$ cat config.mk
export PLATFORM = sky130hd
export DESIGN_NAME = led_strip_animation_engine_flat
export DESIGN_NICKNAME = d
export VERILOG_FILES = /design/src/sv/lsae_pkg.sv /design/src/sv/lsae_if.sv /design/src/sv/lsae_div.sv /design/src/sv/led_strip_animation_engine.sv /design/src/flat_wrapper.sv
export VERILOG_INCLUDE_DIRS = /design/src /design/src/sv
export SDC_FILE = /design/constraint.sdc
export NUM_CORES = 2
export LEC_CHECK = 0
export BUFFER_PORTS_ARGS = -buffer_cell sky130_fd_sc_hd__buf_2
export CAP_MARGIN = 30
export CORE_AREA = 2 2 377 379
export DETAILED_ROUTE_END_ITERATION = 6
export DIE_AREA = 0 0 379 381
export HOLD_SLACK_MARGIN = 0.02
export PLACE_DENSITY = 0.77
export SETUP_SLACK_MARGIN = 0.02
export SLEW_MARGIN = 20
export SYNTH_ARGS = -nofsm -noshare
export SYNTH_HDL_FRONTEND = slang
export SYNTH_SLANG_ARGS = --single-unit
$ cat constraint.sdc
create_clock -name clk -period 5.9 [get_ports clk]
set_input_delay 1.18 -clock clk [delete_from_list [all_inputs] [get_ports clk]]
set_output_delay 1.18 -clock clk [all_outputs]
set_load 0.01 [all_outputs]
$ cat src/sv/led_strip_animation_engine_defines.svh
// ----------------------------------------------------------------------------
// led strip animation engine assertion macros
// concurrent checks that vanish in synthesis
// ----------------------------------------------------------------------------
`ifndef LED_STRIP_ANIMATION_ENGINE_DEFINES_SVH
`define LED_STRIP_ANIMATION_ENGINE_DEFINES_SVH

`ifndef SYNTHESIS
// same-cycle implication
`define LSAE_ASSERT_IMP(lbl, ck, rst_n, ante, cons) \
	lbl: assert property (@(posedge ck) disable iff (!rst_n) (ante) |-> (cons)) \
		else $error("lsae assertion failed");
// next-cycle implication
`define LSAE_ASSERT_NXT(lbl, ck, rst_n, ante, cons) \
	lbl: assert property (@(posedge ck) disable iff (!rst_n) (ante) |=> (cons)) \
		else $error("lsae assertion failed");
`else
`define LSAE_ASSERT_IMP(lbl, ck, rst_n, ante, cons)
`define LSAE_ASSERT_NXT(lbl, ck, rst_n, ante, cons)
`endif

`endif

$ cat src/sv/lsae_pkg.sv
// ----------------------------------------------------------------------------
// lsae_pkg
// shared types and constants of the led strip animation engine
// ----------------------------------------------------------------------------
package lsae_pkg;

	typedef enum logic [1:0] {
		CMD_TICK  = 2'd0,
		CMD_WRITE = 2'd1,
		CMD_FILL  = 2'd2,
		CMD_NONE  = 2'd3
	} cmd_t;

	typedef enum logic [1:0] {
		MODE_RAINBOW = 2'd0,
		MODE_CYCLE   = 2'd1,
		MODE_AURORA  = 2'd2,
		MODE_FADE    = 2'd3
	} mode_t;

	localparam logic REG_MODE = 1'b0;
	localparam logic REG_FADE = 1'b1;

	localparam logic [1:0]  MODE_RESET = 2'd3;
	localparam logic [7:0]  FADE_RESET = 8'd10;

	localparam logic [10:0] WRAP_RAINBOW = 11'd256;
	localparam logic [10:0] WRAP_CYCLE   = 11'd1280;
	localparam logic [10:0] WRAP_AURORA  = 11'd140;
	localparam logic [10:0] AURORA_TURN  = 11'd70;
	localparam logic [7:0]  AURORA_UP    = 8'd80;
	localparam logic [7:0]  AURORA_DOWN  = 8'd220;

	// divider handshake
	typedef struct packed {
		logic       start;
		logic [7:0] dividend;
		logic [7:0] divisor;
	} div_req_t;

	typedef struct packed {
		logic       done;
		logic [7:0] quotient;
	} div_rsp_t;

	// colour wheel red-green-blue-red
	function automatic logic [23:0] wheel(input logic [7:0] pos);
		logic [7:0] q;
		logic [7:0] q3;
		logic [23:0] res;
		q = 8'd255 - pos;
		if (q < 8'd85) begin
			q3  = 8'(10'(q) * 10'd3);
			res = {8'd255 - q3, 8'd0, q3};
		end else if (q < 8'd170) begin
			q3  = 8'(10'(q - 8'd85) * 10'd3);
			res = {8'd0, q3, 8'd255 - q3};
		end else begin
			q3  = 8'(10'(q - 8'd170) * 10'd3);
			res = {q3, 8'd255 - q3, 8'd0};
		end
		return res;
	endfunction

endpackage

$ cat src/sv/lsae_if.sv
// ----------------------------------------------------------------------------
// lsae channel interfaces
// valid/ready channels for commands and emitted pixels
// ----------------------------------------------------------------------------
interface lsae_in_if;
	logic        valid;
	logic        ready;
	logic [1:0]  cmd;
	logic [4:0]  pixel_index;
	logic [23:0] rgb_value;

	modport source (output valid, cmd, pixel_index, rgb_value, input ready);
	modport sink   (input valid, cmd, pixel_index, rgb_value, output ready);
endinterface

interface lsae_out_if;
	logic        valid;
	logic        ready;
	logic [4:0]  out_index;
	logic [23:0] out_color;
	logic        last_pixel;

	modport source (output valid, out_index, out_color, last_pixel, input ready);
	modport sink   (input valid, out_index, out_color, last_pixel, output ready);
endinterface

$ cat src/sv/lsae_div.sv
// ----------------------------------------------------------------------------
// lsae_div
// 8 by 8 bit restoring divider, one quotient bit a cycle
// ----------------------------------------------------------------------------
module lsae_div (
	input  logic              clk,
	input  logic              arst_n,
	input  lsae_pkg::div_req_t req,
	output lsae_pkg::div_rsp_t rsp
);
	import lsae_pkg::*;

	localparam logic [2:0] DIV_LAST = 3'd7;

	logic       busy_q;
	logic       done_q;
	logic [2:0] cnt_q;
	logic [7:0] rem_q;
	logic [7:0] quo_q;
	logic [7:0] dsr_q;
	logic [8:0] shifted;
	logic [8:0] trial;
	logic       fits;

	assign shifted = {rem_q, quo_q[7]};
	assign trial   = shifted - {1'b0, dsr_q};
	assign fits    = shifted >= {1'b0, dsr_q};

	always_ff @(posedge clk or negedge arst_n) begin
		if (!arst_n) begin
			busy_q <= 1'b0;
			done_q <= 1'b0;
			cnt_q  <= '0;
			rem_q  <= '0;
			quo_q  <= '0;
			dsr_q  <= '0;
		end else begin
			done_q <= 1'b0;
			if (req.start) begin
				busy_q <= 1'b1;
				cnt_q  <= '0;
				rem_q  <= '0;
				quo_q  <= req.dividend;
				dsr_q  <= req.divisor;
			end else if (busy_q) begin
				rem_q <= fits ? trial[7:0] : shifted[7:0];
				quo_q <= {quo_q[6:0], fits};
				cnt_q <= cnt_q + 3'd1;
				if (cnt_q == DIV_LAST) begin
					busy_q <= 1'b0;
					done_q <= 1'b1;
				end
			end
		end
	end

	assign rsp.done     = done_q;
	assign rsp.quotient = quo_q;

endmodule

$ cat src/sv/led_strip_animation_engine.sv
// ----------------------------------------------------------------------------
// led_strip_animation_engine
// frame generator for an addressable rgb strip: rainbow, rainbow cycle,
// aurora and fade-to-target patterns, one frame of pixels per tick beat
// ----------------------------------------------------------------------------
//  channel   dir   handshake        payload
//  in_ch     in    valid/ready      cmd, pixel_index, rgb_value
//  out_ch    out   valid/ready      out_index, out_color, last_pixel
//  apb       in    psel/penable     paddr, pwdata, prdata (mode, fade steps)
//
//  write, fill and unused commands are handled in the idle state itself
//  a tick walks the strip pixel by pixel: read, calculate and output in wheel
//  modes; in fade each colour channel passes through the shared divider (a
//  start, 8 quotient bits, a handoff), skipped when no steps are left
//  in_ch.ready is low from a tick beat until the last pixel beat is taken
//  output stalls hold the pixel in its register; frames need no clearing pass
// ----------------------------------------------------------------------------
`include "led_strip_animation_engine_defines.svh"

module led_strip_animation_engine #(
	parameter int NUM_PIXELS = 32
) (
	input  logic        clk,
	input  logic        arst_n,
	lsae_in_if.sink     in_ch,
	lsae_out_if.source  out_ch,
	input  logic        psel,
	input  logic        penable,
	input  logic        pwrite,
	input  logic [2:0]  paddr,
	input  logic [31:0] pwdata,
	output logic [31:0] prdata,
	output logic        pready
);
	import lsae_pkg::*;

	localparam int IW = (NUM_PIXELS > 1) ? $clog2(NUM_PIXELS) : 1;
	localparam logic [IW-1:0] LAST_PIX = IW'(NUM_PIXELS - 1);
	// per-pixel spread of 256/NUM_PIXELS kept as integer and fraction
	localparam logic [7:0] SPREAD_INT  = 8'(256 / NUM_PIXELS);
	localparam logic [6:0] SPREAD_FRAC = 7'(256 % NUM_PIXELS);
	localparam logic [6:0] NPIX7       = 7'(NUM_PIXELS);

	typedef enum logic [2:0] {
		S_IDLE,
		S_RD,
		S_CALC,
		S_FSTART,
		S_FWAIT,
		S_OUT
	} state_t;

	// configuration registers
	logic [1:0] mode_q;
	logic [7:0] fade_q;

	assign pready = 1'b1;

	always_ff @(posedge clk or negedge arst_n) begin
		if (!arst_n) begin
			mode_q <= MODE_RESET;
			fade_q <= FADE_RESET;
		end else if (psel && penable && pwrite) begin
			unique case (paddr[2])
				REG_MODE: mode_q <= pwdata[1:0];
				REG_FADE: fade_q <= pwdata[7:0];
				default:  mode_q <= mode_q;
			endcase
		end
	end

	always_comb begin
		unique case (paddr[2])
			REG_MODE: prdata = {30'd0, mode_q};
			REG_FADE: prdata = {24'd0, fade_q};
			default:  prdata = '0;
		endcase
	end

	// frame memories and their valid bits; an unwritten current pixel reads
	// zero, an unwritten target pixel reads the last fill colour
	logic [23:0] cur_mem [NUM_PIXELS];
	logic [23:0] tgt_mem [NUM_PIXELS];
	logic [NUM_PIXELS-1:0] cvalid_q;
	logic [NUM_PIXELS-1:0] tvalid_q;
	logic [23:0] fill_q;
	logic [23:0] cur_rd_q;
	logic [23:0] cur_rd;
	logic [23:0] tgt_rd;
	logic [23:0] tgt_raw_q;
	logic        tvalid_rd_q;
	logic        cvalid_rd_q;

	state_t        state_q;
	logic [IW-1:0] pix_q;
	logic [10:0]   sc_q;
	logic [1:0]    ch_q;
	logic [23:0]   col_q;
	logic [7:0]    spread_q;
	logic [6:0]    frac_q;

	logic in_beat;
	logic out_beat;
	logic tgt_we;
	logic cur_we;
	logic [IW-1:0] wr_idx;

	assign in_ch.ready = (state_q == S_IDLE);
	assign in_beat     = in_ch.valid && in_ch.ready;
	assign out_beat    = out_ch.valid && out_ch.ready;
	assign wr_idx      = IW'(in_ch.pixel_index);
	assign tgt_we      = in_beat && (in_ch.cmd == CMD_WRITE) &&
	                     (7'(in_ch.pixel_index) < NPIX7);
	assign cur_we      = out_beat;

	always_ff @(posedge clk) begin
		if (tgt_we) begin
			tgt_mem[wr_idx] <= in_ch.rgb_value;
		end
		if (cur_we) begin
			cur_mem[pix_q] <= col_q;
		end
		if (state_q == S_RD) begin
			cur_rd_q  <= cur_mem[pix_q];
			tgt_raw_q <= tgt_mem[pix_q];
		end
	end

	// valid-bit gating applied on the registered read data
	always_comb begin
		tgt_rd = tvalid_rd_q ? tgt_raw_q : fill_q;
		cur_rd = cvalid_rd_q ? cur_rd_q : 24'd0;
	end

	// next iteration count on a tick, wrapped by mode
	logic [10:0] sc_inc;
	logic [10:0] sc_tick;
	always_comb begin
		sc_inc = sc_q + 11'd1;
		unique case (mode_t'(mode_q))
			MODE_RAINBOW: sc_tick = (sc_inc > WRAP_RAINBOW) ? 11'd0 : sc_inc;
			MODE_CYCLE:   sc_tick = (sc_inc > WRAP_CYCLE)   ? 11'd0 : sc_inc;
			MODE_AURORA:  sc_tick = (sc_inc > WRAP_AURORA)  ? 11'd0 : sc_inc;
			MODE_FADE:    sc_tick = (sc_inc >= 11'(fade_q)) ? 11'd0 : sc_inc;
			default:      sc_tick = sc_inc;
		endcase
	end

	// wheel position of the current pixel
	logic [7:0]  wpos;
	logic [23:0] wcol;
	always_comb begin
		unique case (mode_t'(mode_q))
			MODE_RAINBOW: wpos = 8'(pix_q) + sc_q[7:0];
			MODE_CYCLE:   wpos = spread_q + sc_q[7:0];
			MODE_AURORA:  wpos = (sc_q <= AURORA_TURN) ? AURORA_UP + sc_q[7:0]
			                                           : AURORA_DOWN - sc_q[7:0];
			default:      wpos = 8'(pix_q) + sc_q[7:0];
		endcase
		wcol = wheel(wpos);
	end

	// fade channel operands; the remaining step count is at most fade_q
	logic [7:0] div_n;
	logic [7:0] ch_c;
	logic [7:0] ch_t;
	logic       ch_neg;
	logic [7:0] ch_mag;
	logic [7:0] ch_new;
	div_req_t   dreq;
	div_rsp_t   drsp;

	assign div_n = fade_q - sc_q[7:0];

	always_comb begin
		unique case (ch_q)
			2'd0:    begin ch_c = cur_rd[23:16]; ch_t = tgt_rd[23:16]; end
			2'd1:    begin ch_c = cur_rd[15:8];  ch_t = tgt_rd[15:8];  end
			default: begin ch_c = cur_rd[7:0];   ch_t = tgt_rd[7:0];   end
		endcase
		ch_neg = ch_t < ch_c;
		ch_mag = ch_neg ? ch_c - ch_t : ch_t - ch_c;
		ch_new = ch_neg ? ch_c - drsp.quotient : ch_c + drsp.quotient;
	end

	assign dreq.start    = (state_q == S_FSTART) && (div_n != 8'd0);
	assign dreq.dividend = ch_mag;
	assign dreq.divisor  = div_n;

	lsae_div u_div (
		.clk    (clk),
		.arst_n (arst_n),
		.req    (dreq),
		.rsp    (drsp)
	);

	// spread accumulator step
	logic [7:0] frac_sum;
	assign frac_sum = {1'b0, frac_q} + {1'b0, SPREAD_FRAC};

	always_ff @(posedge clk or negedge arst_n) begin
		if (!arst_n) begin
			state_q     <= S_IDLE;
			pix_q       <= '0;
			sc_q        <= '0;
			ch_q        <= '0;
			col_q       <= '0;
			spread_q    <= '0;
			frac_q      <= '0;
			cvalid_q    <= '0;
			tvalid_q    <= '0;
			fill_q      <= '0;
			tvalid_rd_q <= 1'b0;
			cvalid_rd_q <= 1'b0;
		end else begin
			unique case (state_q)
				S_IDLE: begin
					if (in_beat) begin
						unique case (cmd_t'(in_ch.cmd))
							CMD_TICK: begin
								sc_q     <= sc_tick;
								pix_q    <= '0;
								spread_q <= '0;
								frac_q   <= '0;
								state_q  <= S_RD;
							end
							CMD_WRITE: begin
								sc_q <= '0;
								if (tgt_we) begin
									tvalid_q[wr_idx] <= 1'b1;
								end
							end
							CMD_FILL: begin
								sc_q     <= '0;
								tvalid_q <= '0;
								fill_q   <= in_ch.rgb_value;
							end
							default: sc_q <= sc_q;
						endcase
					end
				end
				S_RD: begin
					tvalid_rd_q <= tvalid_q[pix_q];
					cvalid_rd_q <= cvalid_q[pix_q];
					state_q     <= S_CALC;
				end
				S_CALC: begin
					if (mode_t'(mode_q) == MODE_FADE) begin
						ch_q    <= 2'd0;
						state_q <= S_FSTART;
					end else begin
						col_q   <= wcol;
						state_q <= S_OUT;
					end
				end
				S_FSTART: begin
					if (div_n == 8'd0) begin
						// no steps left: jump straight to target
						col_q <= tgt_rd;
						state_q <= S_OUT;
					end else begin
						state_q <= S_FWAIT;
					end
				end
				S_FWAIT: begin
					if (drsp.done) begin
						unique case (ch_q)
							2'd0:    col_q[23:16] <= ch_new;
							2'd1:    col_q[15:8]  <= ch_new;
							default: col_q[7:0]   <= ch_new;
						endcase
						if (ch_q == 2'd2) begin
							state_q <= S_OUT;
						end else begin
							ch_q    <= ch_q + 2'd1;
							state_q <= S_FSTART;
						end
					end
				end
				S_OUT: begin
					if (out_beat) begin
						cvalid_q[pix_q] <= 1'b1;
						if (frac_sum >= {1'b0, NPIX7}) begin
							frac_q   <= 7'(frac_sum - {1'b0, NPIX7});
							spread_q <= spread_q + SPREAD_INT + 8'd1;
						end else begin
							frac_q   <= frac_sum[6:0];
							spread_q <= spread_q + SPREAD_INT;
						end
						if (pix_q == LAST_PIX) begin
							state_q <= S_IDLE;
						end else begin
							pix_q   <= pix_q + IW'(1);
							state_q <= S_RD;
						end
					end
				end
				default: state_q <= S_IDLE;
			endcase
		end
	end

	assign out_ch.valid      = (state_q == S_OUT);
	assign out_ch.out_index  = 5'(pix_q);
	assign out_ch.out_color  = col_q;
	assign out_ch.last_pixel = (pix_q == LAST_PIX);

	// assertions
	`LSAE_ASSERT_IMP(a_out_blocks_in, clk, arst_n, out_ch.valid, !in_ch.ready)
	`LSAE_ASSERT_NXT(a_tick_busy, clk, arst_n,
		in_beat && (in_ch.cmd == CMD_TICK), !in_ch.ready)
	`LSAE_ASSERT_IMP(a_div_idle_start, clk, arst_n, dreq.start, state_q == S_FSTART)
	`LSAE_ASSERT_NXT(a_last_ends, clk, arst_n,
		out_beat && out_ch.last_pixel, in_ch.ready)

endmodule

$ cat src/flat_wrapper.sv
// flat-port wrapper written by rule: the top's interface ports become plain ports
module led_strip_animation_engine_flat import lsae_pkg::*;
#(
	parameter int NUM_PIXELS = 32
)
  (clk, arst_n, psel, penable, pwrite, paddr, pwdata, prdata, pready, in_ch_valid, in_ch_cmd, in_ch_pixel_index, in_ch_rgb_value, in_ch_ready, out_ch_valid, out_ch_out_index, out_ch_out_color, out_ch_last_pixel, out_ch_ready);
  lsae_in_if in_ch_i ();
  lsae_out_if out_ch_i ();
  input  logic clk;
  input  logic arst_n;
  input  logic psel;
  input  logic penable;
  input  logic pwrite;
  input  logic [2:0] paddr;
  input  logic [31:0] pwdata;
  output logic [31:0] prdata;
  output logic pready;
  input wire logic [$bits(in_ch_i.valid)-1:0] in_ch_valid;
  input wire logic [$bits(in_ch_i.cmd)-1:0] in_ch_cmd;
  input wire logic [$bits(in_ch_i.pixel_index)-1:0] in_ch_pixel_index;
  input wire logic [$bits(in_ch_i.rgb_value)-1:0] in_ch_rgb_value;
  output wire logic [$bits(in_ch_i.ready)-1:0] in_ch_ready;
  output wire logic [$bits(out_ch_i.valid)-1:0] out_ch_valid;
  output wire logic [$bits(out_ch_i.out_index)-1:0] out_ch_out_index;
  output wire logic [$bits(out_ch_i.out_color)-1:0] out_ch_out_color;
  output wire logic [$bits(out_ch_i.last_pixel)-1:0] out_ch_last_pixel;
  input wire logic [$bits(out_ch_i.ready)-1:0] out_ch_ready;
  assign in_ch_i.valid = in_ch_valid;
  assign in_ch_i.cmd = in_ch_cmd;
  assign in_ch_i.pixel_index = in_ch_pixel_index;
  assign in_ch_i.rgb_value = in_ch_rgb_value;
  assign in_ch_ready = in_ch_i.ready;
  assign out_ch_valid = out_ch_i.valid;
  assign out_ch_out_index = out_ch_i.out_index;
  assign out_ch_out_color = out_ch_i.out_color;
  assign out_ch_last_pixel = out_ch_i.last_pixel;
  assign out_ch_i.ready = out_ch_ready;
  led_strip_animation_engine #(.NUM_PIXELS(NUM_PIXELS)) u_core (.clk(clk), .arst_n(arst_n), .in_ch(in_ch_i), .out_ch(out_ch_i), .psel(psel), .penable(penable), .pwrite(pwrite), .paddr(paddr), .pwdata(pwdata), .prdata(prdata), .pready(pready));
endmodule
==> impl_metrics.yaml <==
pwr:
  p_clk_share_pct: 28.9
  internal_power_uw: 25700
  power_frac_comb_pct: 30.4
  p_leak_uw: 0.0271
  switching_share_pct: 31.5
  power.density_nw_per_um2: 455
  p_sw_uw: 11800
  p_seq_share_pct: 40.7
  irDropWorstVdd_uv: 464
cts:
  cts_buffers: 170
  cts_root_buffer: "clkbuf_16"
  cts_sinks: 1768
  clk_path_buf_depth: 3
  path_clk_slew_ns: 0.06
  cts_hold_buffers: 0
  cts_max_level: 4
  cts_tree: "done"
  clk_latency_ns: 0.83
finish:
  drive_gt1_share_pct: 26.5
  final_cell_mix: "edfxtp_1 (1584), mux4_2 (400), a22oi_1 (201)"
  seq_area_sq_um: 52200
  final_common_cell: "edfxtp_1"
  syn2layout_area_growth_pct: 13.7
  layout.cells.non_filler: 6147
  multiInputGateArea_sq_um: 19600
  finalNetCount: 4300
  post-route-util_pct: 58.6
  nFillCells: 9853
detailed_routing:
  viasPerCell: 6.50
  dr.pass1.iters: 6
  drt_iter0_markers: 6078
  drc_errors: 0
  vias: 39900
  drt_wl_total_mm: 188
  wl_per_cell_um: 30.7
  final_antenna_net_count: 0
die:
  dieArea_sq_um: 144000
  io_pins: 138
  die_height_um: 381
  core-area_sq_um: 141000
  die_w_um: 379
  start_util_pct: 51.5
  rows: 138
sta:
  setup_viol: 0
  skew_ns: 0.0401
  fmax_ghz: 0.178
  worst_pin_slew_ns: 1.11
  period_share_pct: 95.4
  hold_violations: 0
  final_max_slew_viol_count: 0
  period_minus_slack_ns: 5.63
  relSlewSlack_pct: 26.2
  whs_ns: 0.430
place:
  io_buffers: 86
  dp_cells: 5826
  hpwl_mm: 108
  globalplace.congestion: 0.917
worst_setup_path:
  critPathKind: "flop to flop"
  cp_data_required_time_ns: 6.60
  critPathArrivalTime_ns: 6.33
  r2r-start: "u_core.ch_q[0]"
  startpoint: "u_core.ch_q[0]"
  cp_max_fo: 10
  start_kind: "flop"
  endpoint: "u_core.out_ch.out_color[7]"
  rrSetupSlack_ns: 0.27
  crit_path_end_kind: "flop"
  r2r_end: "u_core.out_ch.out_color[7]"
  reg2reg_depth: 26
global_route:
  grt_pass1_vias: 39700
  grt_antenna_before_repair: 14
  grt_use_total_pct: 26.2
  grt_max_degree: 108
  grt_pass1_wl_mm: 272
  grt-ovfl-total: 0
yosys:
  netlist_instances: 3889
  yosysWarnings: 0
  synth.ff_latch_count: 1768
  ys_seq_area_share_pct: 72.0
  synth_area_leaders: "edfxtp_1 (66%), mux4_2 (12%), dfrtp_1 (6.2%)"
  ys.flop_type: "edfxtp_1"
  synth.top_cell.area_share_pct: 65.7
  synth.avg_cell_area_sq_um: 18.6
  syn_area_sq_um: 72400
  synth_top_area_cell: "edfxtp_1"
  async_flop_share_pct: 10.4
  ys_types: 94
  synth_enable_flop_cells: 1584
outcome:
  status: "finished, final reports clean"
min_path:
  hold_class: "primary input to asynchronous set/reset pin"
run:
  max_cap_viol_count: 0
[sequential cells by signal (all words and copies together) (netlist names), 2 cells and up]
signal                   count
u_core.frac_q                2
u_core.tgt_raw_q            24
u_core.state_q               3
u_core.cur_rd_q             24
u_core.out_ch.out_color     24
u_core.u_div.dsr_q           8
u_core.out_ch.out_index      5
u_core.ch_q                  2
u_core.u_div.cnt_q           3
u_core.u_div.quo_q           8
u_core.sc_q                 11
u_core.mode_q                2
u_core.tgt_mem             768
u_core.cur_mem             768
u_core.u_div.rem_q           8
u_core.fade_q                8
u_core.cvalid_q             32
u_core.tvalid_q             32
u_core.spread_q              8
u_core.fill_q               24
[timing repair]
action                                  CTS  global route
endpoints found under the setup margin    0             4
buffers inserted                          0             3
gates resized for setup                   0            11
[worst max-delay path, cell delays in order, from the launching register on]
cell       delay (ns)
dfrtp_1          0.39
inv_1            0.12
ha_1             0.28
buf_4            0.22
or2_2            0.19
nor2_1           0.07
a221oi_2         0.20
inv_1            0.11
fa_1             0.41
a21o_1           0.17
a21o_1           0.20
a21o_1           0.22
a2111oi_4        0.34
nor2_2           0.10
mux2_2           0.31
ha_1             0.30
a21o_1           0.20
a21oi_2          0.16
nor2b_1          0.06
o21a_1           0.19
o41a_1           0.35
xnor2_2          0.15
xnor2_1          0.15
buf_4            0.16
buf_4            0.10
o22ai_1          0.06
o31a_1           0.30
[how the worst min path moves through the flow]
stage | startpoint | endpoint | slack [ns]
detailed placement | u_core.cvalid_q[23] | u_core.cvalid_q[23] | 0.45
CTS | arst_n | u_core.spread_q[1] | 0.42
global placement | u_core.cvalid_q[31] | u_core.cvalid_q[31] | 0.45
floorplan | u_core.cvalid_q[10] | u_core.cvalid_q[10] | 0.43
global route | arst_n | u_core.spread_q[3] | 0.45
finish | arst_n | u_core.spread_q[2] | 0.43
[cells in the mapped netlist, types with 9 or more instances]
cell type and n:
nand2b_1 21, mux2_2 68, xnor2_1 44, nor2_1 166
a211oi_1 21, a21oi_1 69, nand3_1 31, and3_1 11
and2_1 14, nor4_1 9, a31oi_1 19, mux2i_1 27
nand4_1 58, o21a_1 49, nand2_1 134, clkbuf_1 140
a22oi_1 201, ha_1 105, o21ai_0 76, buf_1 50
nand3b_1 12, o31ai_1 12, or2_2 38, nor3b_1 9
nor2b_1 19, buf_4 32, inv_1 88, dfrtp_1 180
nor3_1 20, a21o_1 15, mux4_2 400, xor2_1 26
edfxtp_1 1584
[power by group through the flow]
stage / Clock, uW / Combinational [uW] / Sequential [uW]
2_1_floorplan: 0 / 7330 / 15700
3_3_place_gp: 0 / 10700 / 15500
3_5_place_dp: 0 / 10900 / 15500
4_1_cts: 10900 / 11000 / 15300
5_1_grt: 11400 / 12300 / 15300
6_report: 10800 / 11400 / 15300
[per-stage QoR]
stage               setup slack, ns  TNS [ns]  area (sq um)  total power [uW]
finish                        0.269         0         82400             37500
global route               -0.00639  -0.00639         82400             39100
detailed placement            0.182         0         76700             26400
CTS                           0.120         0         82300             37200
global placement              0.193         0         76000             26200
floorplan                    0.0379         0         72600             23100
[per-layer routing]
metal | routed length (um) | up-vias | global-route usage [%]
li1 | - | 16200 | -
met1 | 71800 | 20600 | 36.9
met2 | 88100 | 2724 | 39.8
met3 | 22700 | 388 | 7.50
met4 | 5700 | 16 | 8.01
met5 | 101 | - | 0
[cell type report]
class | count | area share (%)
repair buffers | 261 | 2.86
diodes | 2 | 0.00607
inverters | 89 | 0.405
flip-flops and latches | 1768 | 63.3
well taps | 1890 | 2.87
clock inverters | 99 | 1.28
multi-input cells | 1824 | 23.8
clock buffers | 214 | 5.46
[cell families after synthesis]
group / count (synthesis) / synth area share, %
AO/OA/AOI/OAI: 544 / 5.31
buffers and inverters: 320 / 1.87
adder cells (fa/ha/maj): 115 / 2.06
XOR/XNOR: 72 / 0.900
multiplexers: 496 / 13.9
other: 2 / 0.0104
AND/OR/NAND/NOR: 572 / 3.94
flip-flops: 1768 / 72.0
Note: power is estimated with default switching activity, not from simulation.
